### src/rtl/hsfe_pkg.sv
// shared constants and types for the header sync frame extractor
package hsfe_pkg;

	localparam int WINDOW_DEPTH_DEF = 64;
	localparam int FRAME_BYTES_DEF  = 39;
	localparam int IDX_W            = 6;

	localparam logic [7:0] SH_HEAD0 = 8'hA5;
	localparam logic [7:0] SH_HEAD1 = 8'h1E;
	localparam logic [7:0] DH_HEAD0 = 8'h52;
	localparam logic [7:0] DH_HEAD1 = 8'h8C;
	localparam logic [7:0] DH_MID0  = 8'hA9;
	localparam logic [7:0] DH_MID1  = 8'h53;
	localparam int         DH_TAIL  = 17;
	localparam int         DH_EMPTY_LEN = 4 + DH_TAIL;

	localparam logic MODE_SINGLE = 1'b0;
	localparam logic MODE_DUAL   = 1'b1;

	localparam logic OP_DATA   = 1'b0;
	localparam logic OP_RESYNC = 1'b1;

	// one byte of an extracted frame, handed from the sequencer to the output stage
	typedef struct packed {
		logic [7:0]       frame_byte;
		logic [IDX_W-1:0] byte_index;
		logic             last;
	} emit_t;

endpackage

### src/rtl/header_sync_frame_extractor_core.sv
// Header sync frame extractor: byte-serial deframer over a window memory.
// Input channel (in_valid/in_stall) carries one item per received byte, or a
// resync that empties the window. Output channel (out_valid/out_stall) carries
// frame bytes with their index and a last flag on the final byte.
// frame_mode is written through cfg_we/cfg_wdata; the user must write it only
// while the block is idle, and the block itself does not enforce this. Values:
// 0 single-header frames (A5 1E, FRAME_BYTES bytes emitted whole),
// 1 dual-header packets (52 8C, payload, A9 53, 17 trailing bytes).
// A data item is accepted and written into the window, then the scan reads
// window bytes from memory one at a time and compares them, until it stops
// short of bytes or emits; a failed header check drops the oldest byte and the
// scan starts over. A resync item is handled while idle, without a write.
// An emitted frame is read out byte by byte once the header checks finish,
// each byte a memory read and then a load into the output register.
// A stall on the output holds the output register and pauses the readout;
// a new input item may be taken while the final byte still waits.
// Reset empties the window and selects single-header mode; the window memory
// needs no clearing pass since a slot's data is only used once it is written.
module header_sync_frame_extractor_core import hsfe_pkg::*; #(
	parameter int WINDOW_DEPTH = WINDOW_DEPTH_DEF,
	parameter int FRAME_BYTES  = FRAME_BYTES_DEF
) (
	input  logic             clk,
	input  logic             arst_n,
	input  logic             cfg_we,
	input  logic             cfg_wdata,
	input  logic             in_valid,
	output logic             in_stall,
	input  logic             opcode,
	input  logic [7:0]       data_byte,
	output logic             out_valid,
	input  logic             out_stall,
	output logic [7:0]       frame_byte,
	output logic [IDX_W-1:0] byte_index,
	output logic             last
);

	localparam int AW = $clog2(WINDOW_DEPTH);

	logic          frame_mode_q;
	logic          out_valid_q;
	emit_t         out_q;
	logic          busy;
	logic          out_free;
	logic          emit_valid;
	emit_t         emit;
	logic          mem_we;
	logic [AW-1:0] mem_waddr;
	logic [7:0]    mem_wdata;
	logic          mem_re;
	logic [AW-1:0] mem_raddr;
	logic [7:0]    mem_rdata;

	always_ff @(posedge clk or negedge arst_n) begin
		if (!arst_n) begin
			frame_mode_q <= MODE_SINGLE;
		end else if (cfg_we) begin
			frame_mode_q <= cfg_wdata;
		end
	end

	// output register frees this cycle if empty or being taken
	assign out_free = !out_valid_q || !out_stall;

	always_ff @(posedge clk or negedge arst_n) begin
		if (!arst_n) begin
			out_valid_q <= 1'b0;
		end else if (emit_valid) begin
			out_valid_q <= 1'b1;
		end else if (!out_stall) begin
			out_valid_q <= 1'b0;
		end
	end

	always_ff @(posedge clk) begin
		if (emit_valid) begin
			out_q <= emit;
		end
	end

	assign in_stall   = busy;
	assign out_valid  = out_valid_q;
	assign frame_byte = out_q.frame_byte;
	assign byte_index = out_q.byte_index;
	assign last       = out_q.last;

	hsfe_seq #(
		.WINDOW_DEPTH (WINDOW_DEPTH),
		.FRAME_BYTES  (FRAME_BYTES),
		.AW           (AW)
	) u_seq (
		.clk        (clk),
		.arst_n     (arst_n),
		.frame_mode (frame_mode_q),
		.in_valid   (in_valid),
		.opcode     (opcode),
		.data_byte  (data_byte),
		.busy       (busy),
		.out_free   (out_free),
		.emit_valid (emit_valid),
		.emit       (emit),
		.mem_we     (mem_we),
		.mem_waddr  (mem_waddr),
		.mem_wdata  (mem_wdata),
		.mem_re     (mem_re),
		.mem_raddr  (mem_raddr),
		.mem_rdata  (mem_rdata)
	);

	hsfe_win_mem #(
		.WINDOW_DEPTH (WINDOW_DEPTH),
		.AW           (AW)
	) u_mem (
		.clk   (clk),
		.we    (mem_we),
		.waddr (mem_waddr),
		.wdata (mem_wdata),
		.re    (mem_re),
		.raddr (mem_raddr),
		.rdata (mem_rdata)
	);

endmodule

### src/rtl/hsfe_win_mem.sv
// byte window memory, one write port and one registered read port
module hsfe_win_mem import hsfe_pkg::*; #(
	parameter int WINDOW_DEPTH = WINDOW_DEPTH_DEF,
	parameter int AW = $clog2(WINDOW_DEPTH)
) (
	input  logic          clk,
	input  logic          we,
	input  logic [AW-1:0] waddr,
	input  logic [7:0]    wdata,
	input  logic          re,
	input  logic [AW-1:0] raddr,
	output logic [7:0]    rdata
);

	logic [7:0] mem [WINDOW_DEPTH];

	always_ff @(posedge clk) begin
		if (we) begin
			mem[waddr] <= wdata;
		end
	end

	always_ff @(posedge clk) begin
		if (re) begin
			rdata <= mem[raddr];
		end
	end

endmodule

### src/rtl/hsfe_seq.sv
// window sequencer: append, header scan, drops and frame readout
module hsfe_seq import hsfe_pkg::*; #(
	parameter int WINDOW_DEPTH = WINDOW_DEPTH_DEF,
	parameter int FRAME_BYTES  = FRAME_BYTES_DEF,
	parameter int AW = $clog2(WINDOW_DEPTH)
) (
	input  logic          clk,
	input  logic          arst_n,
	input  logic          frame_mode,
	input  logic          in_valid,
	input  logic          opcode,
	input  logic [7:0]    data_byte,
	output logic          busy,
	input  logic          out_free,
	output logic          emit_valid,
	output emit_t         emit,
	output logic          mem_we,
	output logic [AW-1:0] mem_waddr,
	output logic [7:0]    mem_wdata,
	output logic          mem_re,
	output logic [AW-1:0] mem_raddr,
	input  logic [7:0]    mem_rdata
);

	localparam int FW = $clog2(WINDOW_DEPTH + 1);
	localparam int SW = AW + 1;
	localparam int CW = FW + 1;
	localparam int JW = (FRAME_BYTES > 1) ? $clog2(FRAME_BYTES) : 1;
	localparam int DH_MID_POS  = 2 + FRAME_BYTES;
	localparam int DH_FULL_LEN = DH_MID_POS + 2 + DH_TAIL;

	typedef enum logic [5:0] {
		ST_IDLE      = 6'b000001,
		ST_APPEND    = 6'b000010,
		ST_REQ       = 6'b000100,
		ST_CMP       = 6'b001000,
		ST_EMIT_REQ  = 6'b010000,
		ST_EMIT_LOAD = 6'b100000
	} state_t;

	// which window byte the scan looks at next
	typedef enum logic [2:0] {
		CK_H0 = 3'd0,
		CK_H1 = 3'd1,
		CK_E0 = 3'd2,
		CK_E1 = 3'd3,
		CK_M0 = 3'd4,
		CK_M1 = 3'd5
	} chk_t;

	state_t         state_q;
	chk_t           step_q;
	logic [AW-1:0]  head_q;
	logic [FW-1:0]  fill_q;
	logic [7:0]     byte_q;
	logic [JW-1:0]  j_q;
	logic [AW-1:0]  emit_off_q;

	logic [CW-1:0]  need;
	logic [AW-1:0]  chk_off;
	logic [7:0]     head0_exp;
	logic [7:0]     head1_exp;
	logic           full;
	logic           have_need;
	logic           last_byte;
	logic [CW-1:0]  fill_c;

	function automatic logic [AW-1:0] wrap(input logic [SW-1:0] v);
		logic [SW-1:0] r;
		r = v;
		if (v >= SW'(WINDOW_DEPTH)) begin
			r = v - SW'(WINDOW_DEPTH);
		end
		return r[AW-1:0];
	endfunction

	function automatic logic [AW-1:0] add_head(input logic [AW-1:0] h,
			input logic [SW-1:0] n);
		return wrap(SW'(h) + n);
	endfunction

	assign fill_c    = CW'(fill_q);
	assign full      = (CW'(fill_q) == CW'(WINDOW_DEPTH));
	assign have_need = (fill_c >= need);
	assign last_byte = (j_q == JW'(FRAME_BYTES - 1));
	assign head0_exp = (frame_mode == MODE_DUAL) ? DH_HEAD0 : SH_HEAD0;
	assign head1_exp = (frame_mode == MODE_DUAL) ? DH_HEAD1 : SH_HEAD1;

	always_comb begin
		unique case (step_q)
			CK_H0: begin
				need = CW'(1);
				chk_off = '0;
			end
			CK_H1: begin
				need = CW'(2);
				chk_off = AW'(1);
			end
			CK_E0: begin
				need = CW'(4);
				chk_off = AW'(2);
			end
			CK_E1: begin
				need = CW'(4);
				chk_off = AW'(3);
			end
			CK_M0: begin
				need = CW'(DH_MID_POS + 2);
				chk_off = AW'(DH_MID_POS);
			end
			CK_M1: begin
				need = CW'(DH_MID_POS + 2);
				chk_off = AW'(DH_MID_POS + 1);
			end
			default: begin
				need = CW'(1);
				chk_off = '0;
			end
		endcase
	end

	assign busy = (state_q != ST_IDLE);

	assign mem_we    = (state_q == ST_APPEND);
	assign mem_wdata = byte_q;
	// a full window overwrites its oldest slot
	assign mem_waddr = full ? head_q : add_head(head_q, SW'(fill_q));
	assign mem_re    = (state_q == ST_REQ) || (state_q == ST_EMIT_REQ);
	assign mem_raddr = (state_q == ST_REQ) ? add_head(head_q, SW'(chk_off))
		: add_head(head_q, SW'(emit_off_q + AW'(j_q)));

	assign emit_valid       = (state_q == ST_EMIT_LOAD) && out_free;
	assign emit.frame_byte  = mem_rdata;
	assign emit.byte_index  = IDX_W'(j_q);
	assign emit.last        = last_byte;

	always_ff @(posedge clk or negedge arst_n) begin
		if (!arst_n) begin
			state_q    <= ST_IDLE;
			step_q     <= CK_H0;
			head_q     <= '0;
			fill_q     <= '0;
			j_q        <= '0;
			emit_off_q <= '0;
		end else begin
			unique case (state_q)
				ST_IDLE: begin
					if (in_valid) begin
						if (opcode == OP_RESYNC) begin
							head_q <= '0;
							fill_q <= '0;
						end else begin
							state_q <= ST_APPEND;
						end
					end
				end
				ST_APPEND: begin
					if (full) begin
						head_q <= add_head(head_q, SW'(1));
					end else begin
						fill_q <= fill_q + FW'(1);
					end
					step_q  <= CK_H0;
					state_q <= ST_REQ;
				end
				ST_REQ: begin
					state_q <= have_need ? ST_CMP : ST_IDLE;
				end
				ST_CMP: begin
					state_q <= ST_REQ;
					unique case (step_q)
						CK_H0: begin
							if (mem_rdata != head0_exp) begin
								head_q <= add_head(head_q, SW'(1));
								fill_q <= fill_q - FW'(1);
							end else begin
								step_q <= CK_H1;
							end
						end
						CK_H1: begin
							if (mem_rdata != head1_exp) begin
								head_q <= add_head(head_q, SW'(1));
								fill_q <= fill_q - FW'(1);
								step_q <= CK_H0;
							end else if (frame_mode == MODE_DUAL) begin
								step_q <= CK_E0;
							end else if (fill_c < CW'(FRAME_BYTES)) begin
								state_q <= ST_IDLE;
							end else begin
								j_q        <= '0;
								emit_off_q <= '0;
								state_q    <= ST_EMIT_REQ;
							end
						end
						CK_E0: begin
							step_q <= (mem_rdata == DH_MID0) ? CK_E1 : CK_M0;
						end
						CK_E1: begin
							if (mem_rdata != DH_MID1) begin
								step_q <= CK_M0;
							end else if (fill_c < CW'(DH_EMPTY_LEN)) begin
								state_q <= ST_IDLE;
							end else begin
								// empty packet, dropped without output
								head_q <= add_head(head_q, SW'(DH_EMPTY_LEN));
								fill_q <= fill_q - FW'(DH_EMPTY_LEN);
								step_q <= CK_H0;
							end
						end
						CK_M0: begin
							if (mem_rdata != DH_MID0) begin
								head_q <= add_head(head_q, SW'(1));
								fill_q <= fill_q - FW'(1);
								step_q <= CK_H0;
							end else begin
								step_q <= CK_M1;
							end
						end
						CK_M1: begin
							if (mem_rdata != DH_MID1) begin
								head_q <= add_head(head_q, SW'(1));
								fill_q <= fill_q - FW'(1);
								step_q <= CK_H0;
							end else if (fill_c < CW'(DH_FULL_LEN)) begin
								state_q <= ST_IDLE;
							end else begin
								j_q        <= '0;
								emit_off_q <= AW'(2);
								state_q    <= ST_EMIT_REQ;
							end
						end
						default: begin
							step_q <= CK_H0;
						end
					endcase
				end
				ST_EMIT_REQ: begin
					state_q <= ST_EMIT_LOAD;
				end
				ST_EMIT_LOAD: begin
					if (out_free) begin
						if (last_byte) begin
							if (frame_mode == MODE_DUAL) begin
								head_q <= add_head(head_q, SW'(DH_FULL_LEN));
								fill_q <= fill_q - FW'(DH_FULL_LEN);
							end else begin
								head_q <= add_head(head_q, SW'(FRAME_BYTES));
								fill_q <= fill_q - FW'(FRAME_BYTES);
							end
							state_q <= ST_IDLE;
						end else begin
							j_q     <= j_q + JW'(1);
							state_q <= ST_EMIT_REQ;
						end
					end
				end
				default: begin
					state_q <= ST_IDLE;
				end
			endcase
		end
	end

	// received byte waits here for its write slot
	always_ff @(posedge clk) begin
		if (state_q == ST_IDLE && in_valid && opcode == OP_DATA) begin
			byte_q <= data_byte;
		end
	end

endmodule

### config.mk
export PLATFORM = sky130hd
export DESIGN_NAME = header_sync_frame_extractor_core
export DESIGN_NICKNAME = d
export VERILOG_FILES = /design/src/rtl/hsfe_pkg.sv /design/src/rtl/header_sync_frame_extractor_core.sv /design/src/rtl/hsfe_win_mem.sv /design/src/rtl/hsfe_seq.sv
export SDC_FILE = /design/constraint.sdc
export NUM_CORES = 1
export LEC_CHECK = 0
export BUFFER_PORTS_ARGS = -buffer_cell sky130_fd_sc_hd__buf_2
export CAP_MARGIN = 40
export CORE_ASPECT_RATIO = 1.1
export CORE_UTILIZATION = 40
export DETAILED_ROUTE_END_ITERATION = 6
export PLACE_DENSITY_LB_ADDON = 0.15
export SETUP_SLACK_MARGIN = 0.3
export SLEW_MARGIN = 20
export SYNTH_ARGS = -nofsm -noshare
export SYNTH_HDL_FRONTEND = slang
export SYNTH_SLANG_ARGS = --single-unit
### constraint.sdc
create_clock -name clk -period 5.3 [get_ports clk]
set_input_delay 0.265 -clock clk [delete_from_list [all_inputs] [get_ports clk]]
set_output_delay 0.265 -clock clk [all_outputs]
set_load 0.02 [all_outputs]
==> impl_metrics.toml, run 1 <==
[synthesis]
ys_seq_elements = 574
yosys-top-cells-area = "edfxtp_1 (64%), nand2_1 (4.9%), dfrtp_1 (3.0%), nor2_1 (2.1%), mux2i_1 (2.0%)"
synth_compound_area_share_pct = 12.20
ys.flop_type = "edfxtp_1"
synth_cell_types = 89
synth-adder-area-share_pct = 2.131
netlist_instances = 1989
synth_top_area_share_pct = 64.28
yosysTopAreaCell = "edfxtp_1"
synth_edf_count = 543
synth_top_family_by_area = "simple AND/OR/NAND/NOR gates"
syn_avg_cell_area_sq_um = 12.75
synth_area_sq_um = 25370
yosys.area_share.simple_pct = 12.34
syn_nets = 2044
synth-async-reset-ratio_pct = 5.401
synth_seq_area_share_pct = 67.34
synth_warnings = 0
synth_xor_area_share_pct = 0.6905
synthMuxAreaShare_pct = 2.506

[sta]
hold_viol_final = 0
finClkSkew_ns = 0.03548
finalCriticalPeriod_ns = 4.727
timing.final.crit_share_pct = 89.19
max_slew_margin_pct = 40.43
worst_pin_slew_ns = 0.8935
fmax_mhz = 211.6
drv_slew = 0
setup_tns_ns = 0
rsz0062_at_grt = "no"
setup_viol = 0

[die]
die_area_sq_um = 64430
core_sq_um = 62580
die_y_um = 266.1
rows = 96
initial_core_util_pct = 40.54
io_pins = 32
die-width_um = 242.1

[layout]
n_antenna_cell = 0
nNetsFinal = 2152
area_growth_pct = 15.11
fillers = 5531
drive_above_1_share_pct = 13.02
final_common_cell = "edfxtp_1"
finalNonFillerCells = 2976
post-route-util_pct = 46.66
final_cell_mix = "edfxtp_1 (543), nand2_1 (332), nor2_1 (139), buf_4 (112), a21oi_1 (80)"

[global_route]
track_usage_pct = 23.69
overflow = 0
grt_max_degree = 65
antenna_found_initial = 0
grt_pass1_wl_um = 113700
grt_pass1_vias = 17000

[worst_setup_path]
critPathKind = "reg2reg"
critPathArrivalTime_ns = 5.09
start_kind = "flip-flop"
crit_fanout = 11
crit_required_ns = 5.66
endpoint_kind = "flip-flop"

[flow_run]
drv_cap = 0

[routing]
wl_um = 77020
routed_via_density = 5.890
drt_pass1_iterations = 5
route.detailed.drc = 0
drt_iter0_markers = 1654
num_vias = 17530
drtAntennaViolNets = 0
wl_per_cell_um = 25.88

[placed_design]
gp_congestion = 0.8992
hpwl_um = 49710
io_buffers = 31
dp.cells = 2834

[clocking]
cts_max_level = 2
cts-root-buf = "clkbuf_16"
clkLatencyLatePin_ns = 0.64
cts_buffer_depth = 3
numCtsBuffers = 58
post-cts-setup-buffers = 0
cts_tree = "built"
path_clk_slew_ns = 0.06
cts_sinks = 574

[power]
ir_drop_uv = 222.1
total_power_mw = 10.68
p_per_area_nw_per_um2 = 365.7
leakage_nw = 10.15

[run_status]
outcome = "complete, no violations"

[hold_path]
min_path_type = "in2async"
[registers in the layout, summed over array words and instances (netlist names)]
register	cells
u_seq.step_q	3
u_seq.state_q	6
frame_mode_q	1
u_seq.mem_wdata	8
out_valid	1
u_seq.head_q	6
frame_byte	8
u_seq.emit_off_q	1
u_mem.rdata	8
byte_index	6
last	1
u_mem.mem	512
u_seq.j_q	6
u_seq.fill_q	7
[area by class of cell]
type	count	area, sq um	share of cell area (%)
well taps	833	1042	3.569
clock inverters	33	359.1	1.230
flip-flops and latches	574	17080	58.51
multi-input cells	1256	7666	26.25
clock buffers	73	1508	5.163
inverters	33	123.9	0.4242
repair buffers	174	1418	4.855
[cell families after synthesis]
logic type,after synthesis
AO/OA/AOI/OAI,440
XOR/XNOR,20
adder cells (fa/ha/maj),41
buffers and inverters,159
flip-flops,574
multiplexers,61
AND/OR/NAND/NOR,694
[stage by stage]
stage / cell area [sq um] / hold WS, ns / setup slack, ns
6_report: 29200 / 0.007258 / 0.5731
5_1_grt: 29200 / 0.009841 / 0.3762
4_1_cts: 28990 / 0.02661 / 0.3246
3_5_place_dp: 26990 / 0.3804 / 0.3667
3_3_place_gp: 26820 / 0.3731 / 0.3759
2_1_floorplan: 25370 / -0.03059 / 1.039
[per-layer routing]
| layer | part of all wire, % | vias up | GRT usage, % |
|---|---|---|---|
| met5 | 0 | - | 0 |
| met1 | 43 | 8882 | 32.23 |
| met4 | 3.5 | 0 | 7.920 |
| met2 | 48 | 705 | 39.36 |
| met3 | 6.1 | 139 | 2.941 |
| li1 | - | 7803 | - |
[worst paths after layout]
kind                       slack, ns          endpoint                from  depth (start not counted)
max                             0.57    u_mem.rdata[0]        u_seq.j_q[1]                         12
min                            0.007   u_seq.fill_q[3]              arst_n                          2
max reg2reg                     0.57    u_mem.rdata[0]        u_seq.j_q[1]                         12
min reg2reg                     0.47  u_mem.mem[35][4]  u_seq.mem_wdata[4]                          0
max in group asynchronous       4.82  u_seq.state_q[0]              arst_n                          3
min in group clk                0.05  u_seq.state_q[1]              opcode                          3
[worst max-delay path, cell delays in order (launching register included)]
cell,delay [ns]
dfrtp_1,0.47
fa_1,0.59
ha_1,0.18
inv_1,0.07
fa_1,0.53
a21oi_1,0.52
a21o_1,0.50
buf_4,0.31
mux2i_1,0.26
o22ai_1,0.14
a2111o_1,0.49
o2111ai_2,0.24
nand4_1,0.14
[report_power, final]
| part | internal, mW | leakage [nW] | switching, mW | total (mW) |
|---|---|---|---|---|
| Sequential | 5.07 | 5.32 | 0.0676 | 5.13 |
| Clock | 2.35 | 0.908 | 1.76 | 4.11 |
| Combinational | 0.468 | 3.93 | 0.971 | 1.44 |
| Total | 7.88 | 10.2 | 2.80 | 10.7 |
[Yosys cell counts (24+ instances only)]
master,count
a211oi_1,44
mux2i_1,50
nor3_1,24
nand2_1,333
inv_1,30
a21oi_1,80
and3_1,68
a31oi_1,52
o21ai_0,59
edfxtp_1,543
nor2_1,140
clkbuf_1,58
dfrtp_1,30
buf_2,50
ha_1,36
nand3_1,47
[timing repair]
item                                    CTS  global route
endpoints found under the hold margin    43             0
endpoints found under the setup margin    0             4
gates resized for setup                   0             3
hold buffers                             13             0
(Power assumes the default switching activity.)
==> run 2, diff against run 1 <==
- CELL_PAD_IN_SITES_DETAIL_PLACEMENT: not set -> 1
- CELL_PAD_IN_SITES_GLOBAL_PLACEMENT: not set -> 1
==> impl_metrics.toml, run 2 (same netlist as run 1, synthesis figures left out) <==
[worst_setup_path]
critPathArrivalTime_ns = 5.05
crit_fanout = 18
critPathSlowestCell = "fa_1"
critPathKind = "reg2reg"
crit_required_ns = 5.65
slowest_delay_ns = 0.48
path_cells = "clkinv_1 -> ha_1 -> inv_1 -> nand2_1 -> mux2i_1 -> a22o_1 -> ha_1 -> inv_1 -> fa_1 -> or3_4 -> buf_4 -> a221oi_4 -> buf_4 -> a31o_2 -> nor4_1 -> a311o_1 -> o2111ai_1 -> nand4_1"
start_kind = "flip-flop"
endpoint_kind = "flip-flop"

[placed_design]
gp_congestion = 0.9173
dp.cells = 2831
place_ws_ns = 0.3851
hpwl_um = 54470
io_buffers = 31

[sta]
drv_slew = 0
fmax_mhz = 212.8
setup_tns_ns = 0
hold_viol_final = 0
worst_pin_slew_ns = 0.8900
rsz0062_at_grt = "no"
finalCriticalPeriod_ns = 4.700
max_slew_margin_pct = 40.12
setup_viol = 0
finClkSkew_ns = 0.03050
timing.final.crit_share_pct = 88.67
fin_ws_ns = 0.6003

[routing]
drtAntennaViolNets = 0
drt_pass1_iterations = 7
num_vias = 17930
routed_via_density = 5.993
route.detailed.drc = 0
wl_per_cell_um = 28.07
drt_iter0_markers = 1626
wl_um = 84000

[layout]
drive_above_1_share_pct = 13.57
area_growth_pct = 15.76
nNetsFinal = 2163
fillers = 6333
finalNonFillerCells = 2992
multi_input_area_sq_um = 7660
final_cell_mix = "edfxtp_1 (543), nand2_1 (332), nor2_1 (139), buf_4 (118), a21oi_1 (80)"
largest_register = "u_mem.mem"
n_antenna_cell = 0
largest_reg_flops = 512
final_common_cell = "edfxtp_1"
ff_latch_area_sq_um = 17080

[die]
rows = 96
die_y_um = 266.1
die-width_um = 242.1
core_sq_um = 62580
initial_core_util_pct = 40.54
die_area_sq_um = 64430
io_pins = 32

[clocking]
post-cts-setup-buffers = 0
numCtsBuffers = 60
clkLatencyLatePin_ns = 0.64
cts_max_level = 2
cts_buffer_depth = 3
cts_sinks = 574
cts_tree = "built"
cts-root-buf = "clkbuf_16"
path_clk_slew_ns = 0.07

[power]
total_power_mw = 10.88
clkPwrFrac_pct = 39.2
power_frac_seq_pct = 47.1
ir_drop_uv = 265.7
p_int_mw = 7.980
switching_power_mw = 2.902
p_per_area_nw_per_um2 = 370.6
combPwrFrac_pct = 13.7
switching_share_pct = 26.67
leakage_nw = 10.27

[hold_path]
min_path_type = "in2async"

[run_status]
outcome = "complete, no violations"

[global_route]
grt_pass1_wl_um = 123800
overflow = 0
antenna_found_initial = 2
grt_max_degree = 65
track_usage_pct = 25.88
grt_pass1_vias = 18170

[flow_run]
drv_cap = 0
-- run 2: changes by cell type in the layout (fill, tap and decap cells not counted), moves of 2 or more --
| cell | change |
|---|---|
| clkbuf_16 | +3 |
| buf_4 | +6 |
| o21ai_0 | -2 |
| clkbuf_1 | -4 |
| o21ai_1 | +2 |
| clkinv_2 | +7 |
| dlygate4sd3_1 | +2 |
-- run 2: per-stage QoR --
step / area, sq um / hold WS, ns / util, %
3_3_place_gp: 26780 / 0.4200 / 42.79
6_report: 29360 / 0.1140 / 46.92
4_1_cts: 29090 / 0.09478 / 46.48
2_1_floorplan: 25370 / -0.03059 / -
5_1_grt: 29360 / 0.1223 / 46.92
3_5_place_dp: 26990 / 0.1297 / 43.13
-- run 2: what timing repair did --
action | 4_1_cts | 5_1_grt
endpoints found under the hold margin | 43 | 0
setup endpoints to repair | 0 | 6
gates resized for setup | 0 | 4
hold buffers | 15 | 0
-- run 2: critical path: cells and delay by family (launching register included) --
family	cells	cell delay (ns)
muxes	1	0.15
DFF	1	0.36
and+or+nand+nor	4	0.71
adders and majority gates	3	1.01
buffers and inverters	5	0.95
AOI/OAI and AO/OA	5	1.21
-- run 2: layout make-up --
class	instances	share of cell area, %
flip-flops and latches	574	58.17
multi-input cells	1257	26.09
clock buffers	72	5.339
repair buffers	182	5.143
well taps	833	3.549
clock inverters	41	1.287
inverters	33	0.4218
-- run 2: final timing paths --
kind	slack, ns	cells past startpoint	end	from
setup / recovery	0.60	18	u_mem.rdata[0]	u_seq.step_q[1]
hold / removal	0.11	3	u_seq.step_q[0]	arst_n
setup reg to reg	0.60	18	u_mem.rdata[0]	u_seq.step_q[1]
hold reg to reg	0.48	0	u_mem.mem[9][1]	u_seq.mem_wdata[1]
max in group asynchronous	4.43	3	u_seq.fill_q[3]	arst_n
min in group clk	0.22	4	u_seq.state_q[0]	opcode
-- run 2: metal layers --
metal	up-vias	share of wire (%)	GRT usage, %
met5	-	0.031	0
met4	4	3.3	8.809
met3	152	5.9	3.697
met2	650	49	43.93
met1	9287	42	34.00
li1	7838	-	-
-- run 2: power by group through the flow --
stage	registers [mW]	logic, mW	clock network, mW
2_1_floorplan	5.24	0.823	0
3_3_place_gp	5.22	1.42	0
3_5_place_dp	5.22	1.46	0
4_1_cts	5.13	1.48	4.33
5_1_grt	5.13	1.59	4.48
6_report	5.13	1.49	4.26
==> run 3, diff against run 2 <==
- ABC_AREA: not set -> 1
- CORE_MARGIN: not set -> 2
- clock period: 5.3 -> 4.8 ns (I/O delays scaled with it)
==> impl_metrics.toml, run 3 <==
[die]
die_y_um = 278.6
die_area_sq_um = 70680
rows = 100
initial_core_util_pct = 40.44
core_sq_um = 67820
die-width_um = 253.7
io_pins = 32

[placed_design]
dp.cells = 3759
io_buffers = 31
hpwl_um = 56450
gp_congestion = 0.8819

[worst_setup_path]
critPathSlowestCell = "fa_1"
rr_endpoint = "u_mem.rdata[2]"
worst-r2r-cell-count = 19
endpoint_kind = "flip-flop"
path_cells = "nor2_2 -> inv_1 -> nor2_1 -> inv_1 -> nand2_1 -> o21ai_0 -> inv_1 -> ha_1 -> inv_1 -> fa_1 -> nand2_1 -> nand2_4 -> buf_12 -> nand3_1 -> nand3_1 -> nand3_1 -> nand3_1 -> nand3_1 -> nand2_1"
reg2reg_slack_ns = 0.57
start_kind = "flip-flop"
critPathKind = "reg2reg"
r2r-start = "u_seq.step_q[2]"
critPathArrivalTime_ns = 4.73
startpoint = "u_seq.step_q[2]"
cp_num_buf_inv = 5
crit_top_cell = "nand3_1"
crit_family = "simple AND/OR/NAND/NOR gates"
slowest_delay_ns = 0.59
crit_required_ns = 5.30
crit_fanout = 48

[sta]
timing.final.crit_share_pct = 88.14
fmax_mhz = 236.4
max_slew_margin_pct = 45.63
drv_slew = 0
worst_pin_slew_ns = 0.8136
hold_viol_final = 0
rsz0062_at_grt = "no"
setup_tns_ns = 0
finalCriticalPeriod_ns = 4.231
finClkSkew_ns = 0.02263
setup_viol = 0

[global_route]
antenna_found_initial = 0
grt_pass1_wl_um = 129800
grt_pass1_vias = 20890
grt_max_degree = 93
overflow = 0
track_usage_pct = 24.38

[routing]
route.detailed.drc = 0
wl_per_cell_um = 22.06
num_vias = 20060
drt_iter0_markers = 1295
drtAntennaViolNets = 0
drt_pass1_iterations = 5
routed_via_density = 5.149
wl_um = 85950

[clocking]
clkLatencyLatePin_ns = 0.64
cts-root-buf = "clkbuf_16"
path_clk_slew_ns = 0.07
numCtsBuffers = 61
cts_tree = "built"
cts_sinks = 574
cts_max_level = 2
cts_buffer_depth = 3

[synthesis]
netlist_instances = 2815
ys.flop_type = "edfxtp_1"
ys_seq_elements = 574
synth_common_cells = "nand2_1 (749), edfxtp_1 (543), nand3_1 (497)"
synth_edf_count = 543
synth_seq_area_share_pct = 62.28
yosysTopAreaCell = "edfxtp_1"
yosys-top-cells-area = "edfxtp_1 (59%), nand2_1 (10%), nand3_1 (9.1%), inv_1 (6.7%), dfrtp_1 (2.7%)"
synth-async-reset-ratio_pct = 5.401
syn_avg_cell_area_sq_um = 9.743
synth_most_common_cell = "nand2_1"
synth_warnings = 0
syn_nets = 2870
synth_top_area_share_pct = 59.45
synth_cell_types = 46
synth_area_sq_um = 27430

[power]
ir_drop_uv = 310.2
p_per_area_nw_per_um2 = 431.9
leakage_nw = 13.21

[run_status]
outcome = "complete, no violations"

[layout]
n_antenna_cell = 0
area_growth_pct = 14.24
largest_reg_flops = 512
nNetsFinal = 2983
final_common_cell = "nand2_1"
largest_register = "u_mem.mem"
drive_above_1_share_pct = 9.503
finalNonFillerCells = 3896
final_cell_mix = "nand2_1 (748), edfxtp_1 (543), nand3_1 (497), inv_1 (491), nor2_1 (125)"

[hold_path]
hold_end = "u_seq.state_q[0]"
min_path_type = "in2reg"
hold_start = "in_valid"
hold_depth = 6

[flow_run]
drv_cap = 0
run 3: cell types whose count changed after synthesis, moves of 50 or more:
| cell | previous run | this run |
|---|---|---|
| a21oi_1 | 80 | 28 |
| a31oi_1 | 52 | 2 |
| and3_1 | 68 | 2 |
| inv_1 | 30 | 493 |
| mux2i_1 | 50 | 0 |
| nand2_1 | 333 | 749 |
| nand3_1 | 47 | 497 |
run 3: timing repair:
item / in CTS / in global routing
setup buffers: 0 / 2
hold buffers: 15 / 1
resized for setup: 0 / 5
endpoints found under the hold margin: 42 / 5
endpoints found under the setup margin: 0 / 8
run 3: worst register-to-register path, delay by kind of cell, from the launching register on:
family                   cells  cell delay (ns)
adder cells (fa/ha/maj)      2             0.72
AND/OR/NAND/NOR             11             2.11
buffers and inverters        5             0.70
flip-flops                   1             0.45
AO/OA/AOI/OAI                1             0.09
run 3: kinds of logic (layout without fill, tap and decap cells):
kind of cell,count (synthesis),in the layout,synth area share [%]
flip-flops,574,574,62.28
AND/OR/NAND/NOR,1444,1447,22.93
buffers and inverters,619,779,9.767
adder cells (fa/ha/maj),40,40,1.934
XOR/XNOR,20,20,0.6387
AO/OA/AOI/OAI,118,118,2.450
run 3: layout make-up:
cell class              count  area (sq um)
clock inverters            33         325.3
flip-flops and latches    574         17080
inverters                 502          1892
multi-input cells        1625          7762
clock buffers              80          1648
well taps                 918          1149
repair buffers            164          1475
fillers                  7646         36480
run 3: how the worst max path moves through the flow:
stage | slack (ns) | cells after the start | endpoint
6_report | 0.57 | 19 | u_mem.rdata[2]
5_1_grt | 0.30 | 20 | u_mem.rdata[3]
4_1_cts | 0.37 | 20 | u_mem.rdata[2]
3_5_place_dp | 0.40 | 20 | u_mem.rdata[2]
3_3_place_gp | 0.53 | 20 | u_mem.rdata[0]
2_1_floorplan | 1.74 | 20 | u_mem.rdata[5]
run 3: through the flow:
stage	area (sq um)	util [%]	power, mW	setup WS (ns)	hold WS, ns
global placement	28880	42.58	8.798	0.5350	0.3638
CTS	31190	45.99	13.62	0.3675	0.1499
floorplan	27430	-	7.815	1.742	-0.05559
detailed placement	29070	42.86	8.853	0.3972	0.3771
finish	31330	46.20	13.53	0.5691	0.1955
global route	31330	46.20	14.11	0.3006	0.2253
run 3: power breakdown:
| part | internal [mW] | switching, mW |
|---|---|---|
| logic | 0.861 | 2.30 |
| registers | 5.58 | 0.0364 |
| clock network | 2.73 | 2.02 |
| total | 9.17 | 4.36 |
run 3: metal layers:
layer	share of wire, %	GRT usage [%]	vias to the layer above	routed length, um
li1	-	-	9432	-
met1	42	30.99	10140	36300
met2	51	43.63	368	43900
met3	3.8	2.964	119	3277
met4	2.9	6.787	0	2468
met5	0	0	-	0
